**src/twmf_pkg.sv**
```systemverilog
`timescale 1ns / 1ps
// ----------------------------------------------------------------------------
// Truncated window median filter: shared package
// Sizes, payload word types and the job descriptor passed from the front
// end to the median engine.
// ----------------------------------------------------------------------------
package twmf_pkg;

    localparam int MAX_HALF     = 15;
    localparam int SAMPLE_WIDTH = 24;
    localparam int HALF_W       = 4;
    localparam int WIN_DEPTH    = 2 * MAX_HALF + 1;
    localparam int IDX_W        = $clog2(WIN_DEPTH);
    localparam int CNT_W        = $clog2(WIN_DEPTH + 1);
    localparam int JQ_DEPTH     = 4;
    localparam int JQ_PTR_W     = $clog2(JQ_DEPTH);

    typedef logic signed [SAMPLE_WIDTH-1:0] sample_t;
    typedef sample_t [WIN_DEPTH-1:0] win_t;

    typedef struct packed {
        sample_t sample;
        logic    last;
    } in_word_t;

    typedef struct packed {
        sample_t median;
        logic    last_out;
    } out_word_t;

    // Inclusive window bounds as distances behind the newest sample.
    typedef struct packed {
        logic [IDX_W-1:0] lo;
        logic [IDX_W-1:0] hi;
        logic             last_out;
    } job_t;

    typedef struct packed {
        logic full;
        logic empty;
    } jq_status_t;

endpackage

```
**src/twmf_front.sv**
```systemverilog
`timescale 1ns / 1ps
// ----------------------------------------------------------------------------
// Truncated window median filter: front end
// Accepts input words, keeps the sample window and the stream count, holds
// the half width register and issues one job per owed result.
// ----------------------------------------------------------------------------
module twmf_front (
    input  logic                             clk,
    input  logic                             rst_n,
    input  logic                             push,
    output logic                             full,
    input  twmf_pkg::in_word_t               item,
    input  logic                             cfg_valid,
    output logic                             cfg_ready,
    input  logic [twmf_pkg::HALF_W-1:0]      cfg_data,
    input  twmf_pkg::jq_status_t             jq_status,
    input  logic                             back_busy,
    output logic                             job_push,
    output twmf_pkg::job_t                   job,
    output twmf_pkg::win_t                   window
);
    import twmf_pkg::*;

    typedef enum logic {
        F_IDLE,
        F_EMIT
    } fstate_t;

    fstate_t           state_reg;
    logic [HALF_W-1:0] half_reg;
    logic [CNT_W-1:0]  cnt_reg;
    logic [IDX_W-1:0]  off_reg;
    logic [IDX_W-1:0]  h_reg;
    logic [IDX_W-1:0]  top_reg;
    logic              flush_reg;
    win_t              win_reg;

    logic              accept;
    logic [IDX_W-1:0]  h_eff;
    logic [IDX_W-1:0]  avail_m1;
    logic [IDX_W-1:0]  start;
    logic [IDX_W:0]    hi_sum;

    assign cfg_ready = 1'b1;
    assign full      = (state_reg != F_IDLE) || !jq_status.empty || back_busy;
    assign accept    = push && !full;
    assign window    = win_reg;
    assign job_push  = (state_reg == F_EMIT) && !jq_status.full;

    always_comb
    begin
        h_eff    = (int'(half_reg) > MAX_HALF) ? IDX_W'(MAX_HALF) : IDX_W'(half_reg);
        // Samples held after this one is shifted in, minus one.
        avail_m1 = (cnt_reg < CNT_W'(WIN_DEPTH)) ? IDX_W'(cnt_reg) : IDX_W'(WIN_DEPTH - 1);
        start    = (h_eff < avail_m1) ? h_eff : avail_m1;

        hi_sum       = {1'b0, off_reg} + {1'b0, h_reg};
        job.lo       = (off_reg > h_reg) ? (off_reg - h_reg) : '0;
        job.hi       = (hi_sum > {1'b0, top_reg}) ? top_reg : IDX_W'(hi_sum);
        job.last_out = flush_reg && (off_reg == '0);
    end

    always_ff @(posedge clk or negedge rst_n)
    begin
        if (!rst_n)
        begin
            state_reg <= F_IDLE;
            half_reg  <= '0;
            cnt_reg   <= '0;
            off_reg   <= '0;
            h_reg     <= '0;
            top_reg   <= '0;
            flush_reg <= 1'b0;
        end
        else
        begin
            if (cfg_valid && cfg_ready)
            begin
                half_reg <= cfg_data;
            end
            unique case (state_reg)
                F_IDLE:
                begin
                    if (accept)
                    begin
                        h_reg   <= h_eff;
                        top_reg <= avail_m1;
                        if (item.last)
                        begin
                            cnt_reg   <= '0;
                            off_reg   <= start;
                            flush_reg <= 1'b1;
                            state_reg <= F_EMIT;
                        end
                        else
                        begin
                            if (cnt_reg < CNT_W'(WIN_DEPTH))
                            begin
                                cnt_reg <= cnt_reg + CNT_W'(1);
                            end
                            off_reg   <= h_eff;
                            flush_reg <= 1'b0;
                            // The centre of a full half window is available.
                            if (avail_m1 >= h_eff)
                            begin
                                state_reg <= F_EMIT;
                            end
                        end
                    end
                end
                F_EMIT:
                begin
                    if (job_push)
                    begin
                        if (!flush_reg || (off_reg == '0))
                        begin
                            state_reg <= F_IDLE;
                        end
                        else
                        begin
                            off_reg <= off_reg - IDX_W'(1);
                        end
                    end
                end
                default:
                begin
                    state_reg <= F_IDLE;
                end
            endcase
        end
    end

    // Newest sample sits at distance zero.
    always_ff @(posedge clk)
    begin
        if (accept)
        begin
            win_reg[WIN_DEPTH-1:1] <= win_reg[WIN_DEPTH-2:0];
            win_reg[0]             <= item.sample;
        end
    end

endmodule

```
**src/twmf_jobq.sv**
```systemverilog
`timescale 1ns / 1ps
// ----------------------------------------------------------------------------
// Truncated window median filter: job queue
// Small first-in first-out buffer of job descriptors between the front end
// and the median engine.
// ----------------------------------------------------------------------------
module twmf_jobq (
    input  logic                 clk,
    input  logic                 rst_n,
    input  logic                 push,
    input  twmf_pkg::job_t       job_in,
    input  logic                 pop,
    output twmf_pkg::job_t       job_out,
    output twmf_pkg::jq_status_t status
);
    import twmf_pkg::*;

    job_t                mem_reg [JQ_DEPTH];
    logic [JQ_PTR_W-1:0] wr_ptr_reg;
    logic [JQ_PTR_W-1:0] rd_ptr_reg;
    logic [JQ_PTR_W:0]   count_reg;
    logic                do_push;
    logic                do_pop;

    assign status.full  = (count_reg == (JQ_PTR_W + 1)'(JQ_DEPTH));
    assign status.empty = (count_reg == '0);
    assign do_push      = push && !status.full;
    assign do_pop       = pop && !status.empty;
    assign job_out      = mem_reg[rd_ptr_reg];

    always_ff @(posedge clk or negedge rst_n)
    begin
        if (!rst_n)
        begin
            wr_ptr_reg <= '0;
            rd_ptr_reg <= '0;
            count_reg  <= '0;
        end
        else
        begin
            if (do_push)
            begin
                wr_ptr_reg <= wr_ptr_reg + JQ_PTR_W'(1);
            end
            if (do_pop)
            begin
                rd_ptr_reg <= rd_ptr_reg + JQ_PTR_W'(1);
            end
            if (do_push && !do_pop)
            begin
                count_reg <= count_reg + (JQ_PTR_W + 1)'(1);
            end
            else if (do_pop && !do_push)
            begin
                count_reg <= count_reg - (JQ_PTR_W + 1)'(1);
            end
        end
    end

    always_ff @(posedge clk)
    begin
        if (do_push)
        begin
            mem_reg[wr_ptr_reg] <= job_in;
        end
    end

endmodule

```
**src/twmf_back.sv**
```systemverilog
`timescale 1ns / 1ps
// ----------------------------------------------------------------------------
// Truncated window median filter: median engine
// Scans candidates of a job's window one per cycle, ranks each against the
// whole window in parallel and holds the selected median for the output.
// ----------------------------------------------------------------------------
module twmf_back (
    input  logic                clk,
    input  logic                rst_n,
    input  twmf_pkg::job_t      job,
    input  logic                jq_empty,
    output logic                job_pop,
    input  twmf_pkg::win_t      window,
    output logic                busy,
    input  logic                pop,
    output logic                empty,
    output twmf_pkg::out_word_t result
);
    import twmf_pkg::*;

    typedef enum logic [1:0] {
        B_IDLE,
        B_SCAN,
        B_WAIT
    } bstate_t;

    bstate_t              state_reg;
    logic [IDX_W-1:0]     lo_reg;
    logic [IDX_W-1:0]     hi_reg;
    logic [CNT_W-1:0]     rank_reg;
    logic                 last_reg;
    logic [IDX_W-1:0]     j_reg;
    logic [WIN_DEPTH-1:0] less_mask_reg;
    logic [WIN_DEPTH-1:0] eq_mask_reg;
    sample_t              cand_reg;
    logic                 chk_reg;
    sample_t              res_reg;
    logic                 out_valid_reg;
    out_word_t            out_reg;

    sample_t              cand;
    logic [WIN_DEPTH-1:0] less_mask;
    logic [WIN_DEPTH-1:0] eq_mask;
    logic [CNT_W-1:0]     less_cnt;
    logic [CNT_W-1:0]     eq_cnt;
    logic [CNT_W:0]       upper;
    logic                 hit;
    logic [CNT_W-1:0]     span;
    logic                 out_free;

    assign job_pop  = (state_reg == B_IDLE) && !jq_empty;
    assign busy     = (state_reg != B_IDLE);
    assign empty    = !out_valid_reg;
    assign result   = out_reg;
    assign out_free = !out_valid_reg || pop;
    assign cand     = window[j_reg];
    assign span     = CNT_W'(job.hi - job.lo) + CNT_W'(1);

    always_comb
    begin
        for (int k = 0; k < WIN_DEPTH; k++)
        begin
            less_mask[k] = (IDX_W'(k) >= lo_reg) && (IDX_W'(k) <= hi_reg)
                           && ($signed(window[k]) < $signed(cand));
            eq_mask[k]   = (IDX_W'(k) >= lo_reg) && (IDX_W'(k) <= hi_reg)
                           && ($signed(window[k]) == $signed(cand));
        end
    end

    // The candidate is the median when the rank falls inside its run of
    // equal values.
    always_comb
    begin
        less_cnt = CNT_W'($countones(less_mask_reg));
        eq_cnt   = CNT_W'($countones(eq_mask_reg));
        upper    = {1'b0, less_cnt} + {1'b0, eq_cnt};
        hit      = chk_reg && (less_cnt <= rank_reg) && ({1'b0, rank_reg} < upper);
    end

    always_ff @(posedge clk or negedge rst_n)
    begin
        if (!rst_n)
        begin
            state_reg     <= B_IDLE;
            lo_reg        <= '0;
            hi_reg        <= '0;
            rank_reg      <= '0;
            last_reg      <= 1'b0;
            j_reg         <= '0;
            less_mask_reg <= '0;
            eq_mask_reg   <= '0;
            cand_reg      <= '0;
            chk_reg       <= 1'b0;
            res_reg       <= '0;
            out_valid_reg <= 1'b0;
            out_reg       <= '0;
        end
        else
        begin
            if (pop && out_valid_reg)
            begin
                out_valid_reg <= 1'b0;
            end
            unique case (state_reg)
                B_IDLE:
                begin
                    if (job_pop)
                    begin
                        lo_reg    <= job.lo;
                        hi_reg    <= job.hi;
                        rank_reg  <= span >> 1;
                        last_reg  <= job.last_out;
                        j_reg     <= job.lo;
                        chk_reg   <= 1'b0;
                        state_reg <= B_SCAN;
                    end
                end
                B_SCAN:
                begin
                    less_mask_reg <= less_mask;
                    eq_mask_reg   <= eq_mask;
                    cand_reg      <= cand;
                    chk_reg       <= 1'b1;
                    if (j_reg != hi_reg)
                    begin
                        j_reg <= j_reg + IDX_W'(1);
                    end
                    if (hit)
                    begin
                        res_reg   <= cand_reg;
                        chk_reg   <= 1'b0;
                        state_reg <= B_WAIT;
                    end
                end
                B_WAIT:
                begin
                    if (out_free)
                    begin
                        out_reg.median   <= res_reg;
                        out_reg.last_out <= last_reg;
                        out_valid_reg    <= 1'b1;
                        state_reg        <= B_IDLE;
                    end
                end
                default:
                begin
                    state_reg <= B_IDLE;
                end
            endcase
        end
    end

endmodule

```
**src/truncated_window_median_filter.sv**
```systemverilog
`timescale 1ns / 1ps
// ----------------------------------------------------------------------------
// Truncated window median filter: top level
// Running median over a window of up to 2*MAX_HALF+1 samples that shrinks at
// both ends of each stream.
// ----------------------------------------------------------------------------
// Usage: push samples with last marking the end of a stream; results appear
// h words behind the input, and the last word flushes all owed results.
// One word is in work at a time. Each result is found by ranking window
// candidates one per cycle against the whole window, so its cost is set by
// how far the median sits from the newest window edge; an ordinary word
// costs one result and a last word up to h+1 results. full is also high
// while the front end is issuing jobs. A finished result waits in the
// output register while the next word is taken. The half width register is
// always ready and should be written only while the filter is idle.
// ----------------------------------------------------------------------------
module truncated_window_median_filter (
    input  logic                        clk,
    input  logic                        rst_n,
    input  logic                        push,
    output logic                        full,
    input  twmf_pkg::in_word_t          item,
    output logic                        empty,
    input  logic                        pop,
    output twmf_pkg::out_word_t         result,
    input  logic                        cfg_valid,
    output logic                        cfg_ready,
    input  logic [twmf_pkg::HALF_W-1:0] cfg_data
);
    import twmf_pkg::*;

    jq_status_t jq_status;
    logic       back_busy;
    logic       job_push;
    logic       job_pop;
    job_t       job_in;
    job_t       job_head;
    win_t       window;

    twmf_front u_front (
        .clk       (clk),
        .rst_n     (rst_n),
        .push      (push),
        .full      (full),
        .item      (item),
        .cfg_valid (cfg_valid),
        .cfg_ready (cfg_ready),
        .cfg_data  (cfg_data),
        .jq_status (jq_status),
        .back_busy (back_busy),
        .job_push  (job_push),
        .job       (job_in),
        .window    (window)
    );

    twmf_jobq u_jobq (
        .clk     (clk),
        .rst_n   (rst_n),
        .push    (job_push),
        .job_in  (job_in),
        .pop     (job_pop),
        .job_out (job_head),
        .status  (jq_status)
    );

    twmf_back u_back (
        .clk      (clk),
        .rst_n    (rst_n),
        .job      (job_head),
        .jq_empty (jq_status.empty),
        .job_pop  (job_pop),
        .window   (window),
        .busy     (back_busy),
        .pop      (pop),
        .empty    (empty),
        .result   (result)
    );

endmodule

```
**config.mk**
```make
export PLATFORM = sky130hd
export DESIGN_NAME = truncated_window_median_filter
export DESIGN_NICKNAME = d
export VERILOG_FILES = /design/src/twmf_pkg.sv /design/src/twmf_front.sv /design/src/twmf_jobq.sv /design/src/twmf_back.sv /design/src/truncated_window_median_filter.sv
export SDC_FILE = /design/constraint.sdc
export NUM_CORES = 2
export LEC_CHECK = 0
export BUFFER_PORTS_ARGS = -buffer_cell sky130_fd_sc_hd__buf_2
export CAP_MARGIN = 10
export CORE_MARGIN = 2
export CORE_UTILIZATION = 53
export CTS_CLUSTER_DIAMETER = 50
export DETAILED_ROUTE_END_ITERATION = 10
export PLACE_DENSITY = 0.69
export SLEW_MARGIN = 5
export SYNTH_ARGS = -nofsm -noshare
export SYNTH_HDL_FRONTEND = slang
export SYNTH_SLANG_ARGS = --single-unit
```
**constraint.sdc**
```tcl
create_clock -name clk -period 61.4 [get_ports clk]
set_clock_uncertainty 0.15 [all_clocks]
set_input_delay 6.14 -clock clk [delete_from_list [all_inputs] [get_ports clk]]
set_output_delay 6.14 -clock clk [all_outputs]
set_load 0.005 [all_outputs]
```
# ---- Word-level counts from Yosys, hierarchy flattened
# Memories as Yosys holds them, arrays and structs flattened.
# Index checks and enable logic that the tools add are counted.
dict set report word_totals {
  out_inout_bits 28
  mem_bits_rw 44
  register_bits 935
  n_memories 1
}
dict set report classes {
  muxes 37
  bitwise_logic 1
  n_addsub 72
  reduce_logical 131
  n_eq_ne 42
  order_cmp 101
}
# memory words width rd rd_clocked_by_memory_dff write_ports line
set mem_list {}
lappend mem_list {u_jobq.mem_reg 4 11 1 0 1 twmf_jobq.sv:18} ;# job_t mem_reg [JQ_DEPTH];
# cell n
set op_table {}
lappend op_table {{$eq A24 B24 Y1} 31}
lappend op_table {{$lt A24 B24 Y1} 31}
lappend op_table {{$add A5 B5 Y5} 28}
lappend op_table {{$bmux W24 S5} 1}
lappend op_table {{$logic_and A1 B1 Y1} 104}
lappend op_table {{$ge A5 B5 Y1 const A} 15}
lappend op_table {{$le A5 B5 Y1 const A} 15}
lappend op_table {{$add A1 B1 Y2} 30}
lappend op_table {{$mux W5} 12}
lappend op_table {{$ge A4 B5 Y1 const A} 8}
lappend op_table {{$le A4 B5 Y1 const A} 8}
lappend op_table {{$mux W24} 1}
lappend op_table {{$ge A3 B5 Y1 const A} 4}
lappend op_table {{$le A3 B5 Y1 const A} 4}
lappend op_table {{$pmux W5 S2} 2}
lappend op_table {{$add A5 B1 Y5 const B} 3}
lappend op_table {{$mux W1} 13}
lappend op_table {{$reduce_and A3 Y1} 4}
lappend op_table {{$add A5 B1 Y5} 2}
lappend op_table {{$ge A1 B5 Y1 const A} 2}
lappend op_table {{$ge A2 B5 Y1 const A} 2}
lappend op_table {{$le A1 B5 Y1 const A} 2}
lappend op_table {{$le A2 B5 Y1 const A} 2}
lappend op_table {{$ne A2 B1 Y1 const B} 5}
lappend op_table {{other kinds (33)} 55}

# ---- Longest topological paths before layout
dict set report depth {
  word_depth 10
  depth_mapped 25
  depth_no_buf 24
}

# ---- Modules after synthesis
# From an unflattened synthesis, not the netlist that was laid out.
dict set report unflattened {
  hier_cells 4209
  hier_area_um2 56803.2
}
# mod n_inst area_per_inst_um2 seq_area_each_um2 cells_each
set by_module_without_submodules {}
lappend by_module_without_submodules {twmf_back 1 30496.7 3978.8 3156}
lappend by_module_without_submodules {twmf_front 1 24265.8 22967.0 960}
lappend by_module_without_submodules {twmf_jobq 1 2040.7 1496.4 93}

# ---- Least setup slack after synthesis
# No wires, ideal clock.
dict set report synth_path {
  kind {input-to-reg}
  start {input push}
  end {register u_front.cnt_reg[2]}
  setup_ns 0.941
  cell_stages 5
  arrival_time_ns 27.501
  path_slack_ns 32.809
  path_buffers 2
  path_cell_list {nand3_1 -> clkbuf_1 -> inv_1 -> clkbuf_1 -> a21oi_1}
}
dict set report synth_via {
  elab_chain_cells 2
}
# item line
set synth_lines {}
lappend synth_lines {{from (decl)} truncated_window_median_filter.sv:20} ;# input logic push,
lappend synth_lines {{$logic_and A1 B1 Y1} twmf_front.sv:46} ;# assign accept = push && !full;
lappend synth_lines {{named net u_front.accept} twmf_front.sv:38} ;# logic accept;
lappend synth_lines {{$reduce_and A3 Y1 (no line)} --}
lappend synth_lines {{to (signal assigned)} twmf_front.sv:99} ;# cnt_reg <= cnt_reg + CNT_W'(1);
lappend synth_lines {{to (decl)} twmf_front.sv:31} ;# logic [CNT_W-1:0] cnt_reg;
# The timed path passes the listed nets, and every way through them passes these cells.
# A chain may end at the register's enable or synchronous reset.

# ---- Worst setup path after layout
dict set report layout_path {
  start {input push}
  end {register u_front.win_reg (netlist bit u_front.window[609]) (enable)}
}
dict set report layout_via {
  elab_chain_cells 1
}
# item line
set layout_lines {}
lappend layout_lines {{$logic_and A1 B1 Y1} twmf_front.sv:46}
lappend layout_lines {{to (signal, indexed assignment)} twmf_front.sv:138} ;# win_reg[WIN_DEPTH-1:1] <= win_reg[WIN_DEPTH-2:0];
lappend layout_lines {{to (decl)} twmf_front.sv:36} ;# win_t win_reg;
# No other way between the ends.

==> metrics.yaml <==
global_routing:
  grt_first_pass_wirelength_mm: 223.4
  grt.overflow.total: 0
  grt_max_degree: 162
  antenna_found_initial: 3
  grtUsageTotal: 0.2674
  grt_pass1_vias: 37450
detailed_routing:
  num_vias: 37800
  drc: 0
  drt_pre_antenna_iters: 6
  ant_nets: 0
  viasPerCell: 6.356
  wl_per_cell_um: 24.88
  drtIter0Drc: 3543
  wl_mm: 147.9
setup_path:
  path_class: "in -> reg"
  start_kind: "primary input"
  worstPathArrival_ns: 11.18
  path_delay_family: "buffers and inverters"
  cp_cell_sequence: "buf_2, nand3_1, inv_8, buf_4, buf_4, buf_12, buf_4"
  cp-end-kind: "flop"
  path_max_fanout: 161
  cp_slowest_cell: "buf_4"
  crit_path_max_incr_delay_ns: 0.90
  cpMostUsedCell: "buf_4"
  crit_required_ns: 61.57
  critPathBufInv: 6
final_layout:
  area_growth_pct: 11.42
  nets: 5356
  mostFrequentLayoutCells: "832 x ha_1, 788 x edfxtp_1, 372 x a21oi_1"
  drive_above_1_share: 0.1382
  layout_commonest_cell: "ha_1"
  fillers: 8351
  largest_reg_flops: 744
  finalInstanceArea_mm2: 0.06359
  final_cells: 5947
floorplan:
  die_area_mm2: 0.1103
  die-height_um: 332.1
  start_util: 0.5339
  die_w_um: 332.1
  boundaryPins: 62
  coreArea_mm2: 0.1069
  num_rows: 120
sta:
  hold_viol: 0
  max_freq_mhz: 90.87
  tightest_slew_ns: 1.309
  fin_crit_ns: 11.01
  slew_headroom: 0.1214
  slew_viol_final: 0
  final-setup-viol-count: 0
  fin_crit_sh: 0.1792
  rsz0062_at_grt: "false"
  totalNegativeSetupSlack_ns: 0
min_path:
  hp-class: "reg -> reg"
synthesis:
  synthCells: 4305
  yosysWarnings: 0
  synth-edff-count: 788
  synth-seq-cells: 979
  seq_area_frac_synth: 0.4984
  synth_area_mm2: 0.05707
  yosysUniqueCellTypes: 75
  synth_ff_type: "edfxtp_1"
  avgSynthCellArea_um2: 13.26
  synth_nets: 5226
  synthArstFlopShare: 0.1951
run_status:
  status: "finished, final reports clean"
place:
  dpl.hpwl_mm: 108.4
  gp_congestion: 0.9201
  dp.cells: 5716
  port_buffers: 60
  placed_area_mm2: 0.05938
clocking:
  cts_sinks: 979
  cts_tree: "done"
  path_clk_slew_ns: 0.06
  cts-root-buf: "clkbuf_16"
  ctsResizeCount: 0
  htreeDepth: 3
  clock_latency_ns: 0.73
  postCtsSetupBuffers: 0
  cts_made_buffers: 120
  cts_buffer_depth: 3
  hold_buffers: 0
job:
  maxCapViolCount: 0
[synth_stat cells, drive strengths merged, types with 58 or more instances]
cell | count | share of area
ha | 832 | 0.18
edfxtp | 788 | 0.41
a21oi | 377 | 0.033
nand2 | 359 | 0.024
mux4 | 201 | 0.079
dfrtp | 191 | 0.084
o21ai | 187 | 0.016
inv | 185 | 0.012
nand4 | 142 | 0.016
nor2 | 133 | 0.0087
mux2 | 70 | 0.014
nand3 | 58 | 0.0051
[cells by family after synthesis]
family,synth area share
simple gates,0.07656
xor+xnor,0.004911
flops,0.4984
compound gates,0.09368
other cells,0.00006571
mux,0.1031
buf+inv,0.02159
fa+ha+maj,0.2017
[path summary, 6_finish.rpt]
path                                     startpoint                  endpoint  slack, ns  cells past startpoint
worst max-delay path                           push       u_front.window[609]      50.39                      7
worst min-delay path            u_front.window[240]       u_front.window[264]       0.30                      0
worst max register to register      u_back.j_reg[0]  u_back.less_mask_reg[20]      54.10                     14
worst min register to register  u_front.window[240]       u_front.window[264]       0.30                      0
max in group asynchronous                     rst_n           u_back.j_reg[2]      54.37                      2
min in group asynchronous                     rst_n         u_back.res_reg[1]       5.32                      1
[per-stage QoR]
| stage | util | hold WS (ns) | worst slack [ns] |
|---|---|---|---|
| 2_1_floorplan | - | 0.2764 | 32.81 |
| 3_3_place_gp | 0.5555 | 0.2808 | 49.84 |
| 3_5_place_dp | 0.5555 | 0.2838 | 49.75 |
| 4_1_cts | 0.5948 | 0.2956 | 50.49 |
| 5_1_grt | 0.5948 | 0.3170 | 50.10 |
| 6_report | 0.5948 | 0.2950 | 50.39 |
[layout make-up]
type	count	area (µm²)	area share
inverter	185	701.9	0.01104
sequential	979	28460	0.4475
antenna	1	2.502	0.00003935
clock buffer	158	3298	0.05187
clock inverter	72	904.6	0.01423
timing repair buffer	114	753.2	0.01185
tap	1403	1755	0.02761
multi-input combinational	3035	27720	0.4359
[layer usage]
layer	global-route usage	wire (µm)	vias to the layer above
li1	-	-	17220
met3	0.06381	11760	275
met2	0.4289	69380	1296
met4	0.09468	5689	0
met1	0.3566	61110	19000
met5	0	0	-
Power is left out: the tool's default activity adds up to more than one toggle a clock period on the data nets, which glitch-free logic cannot reach.
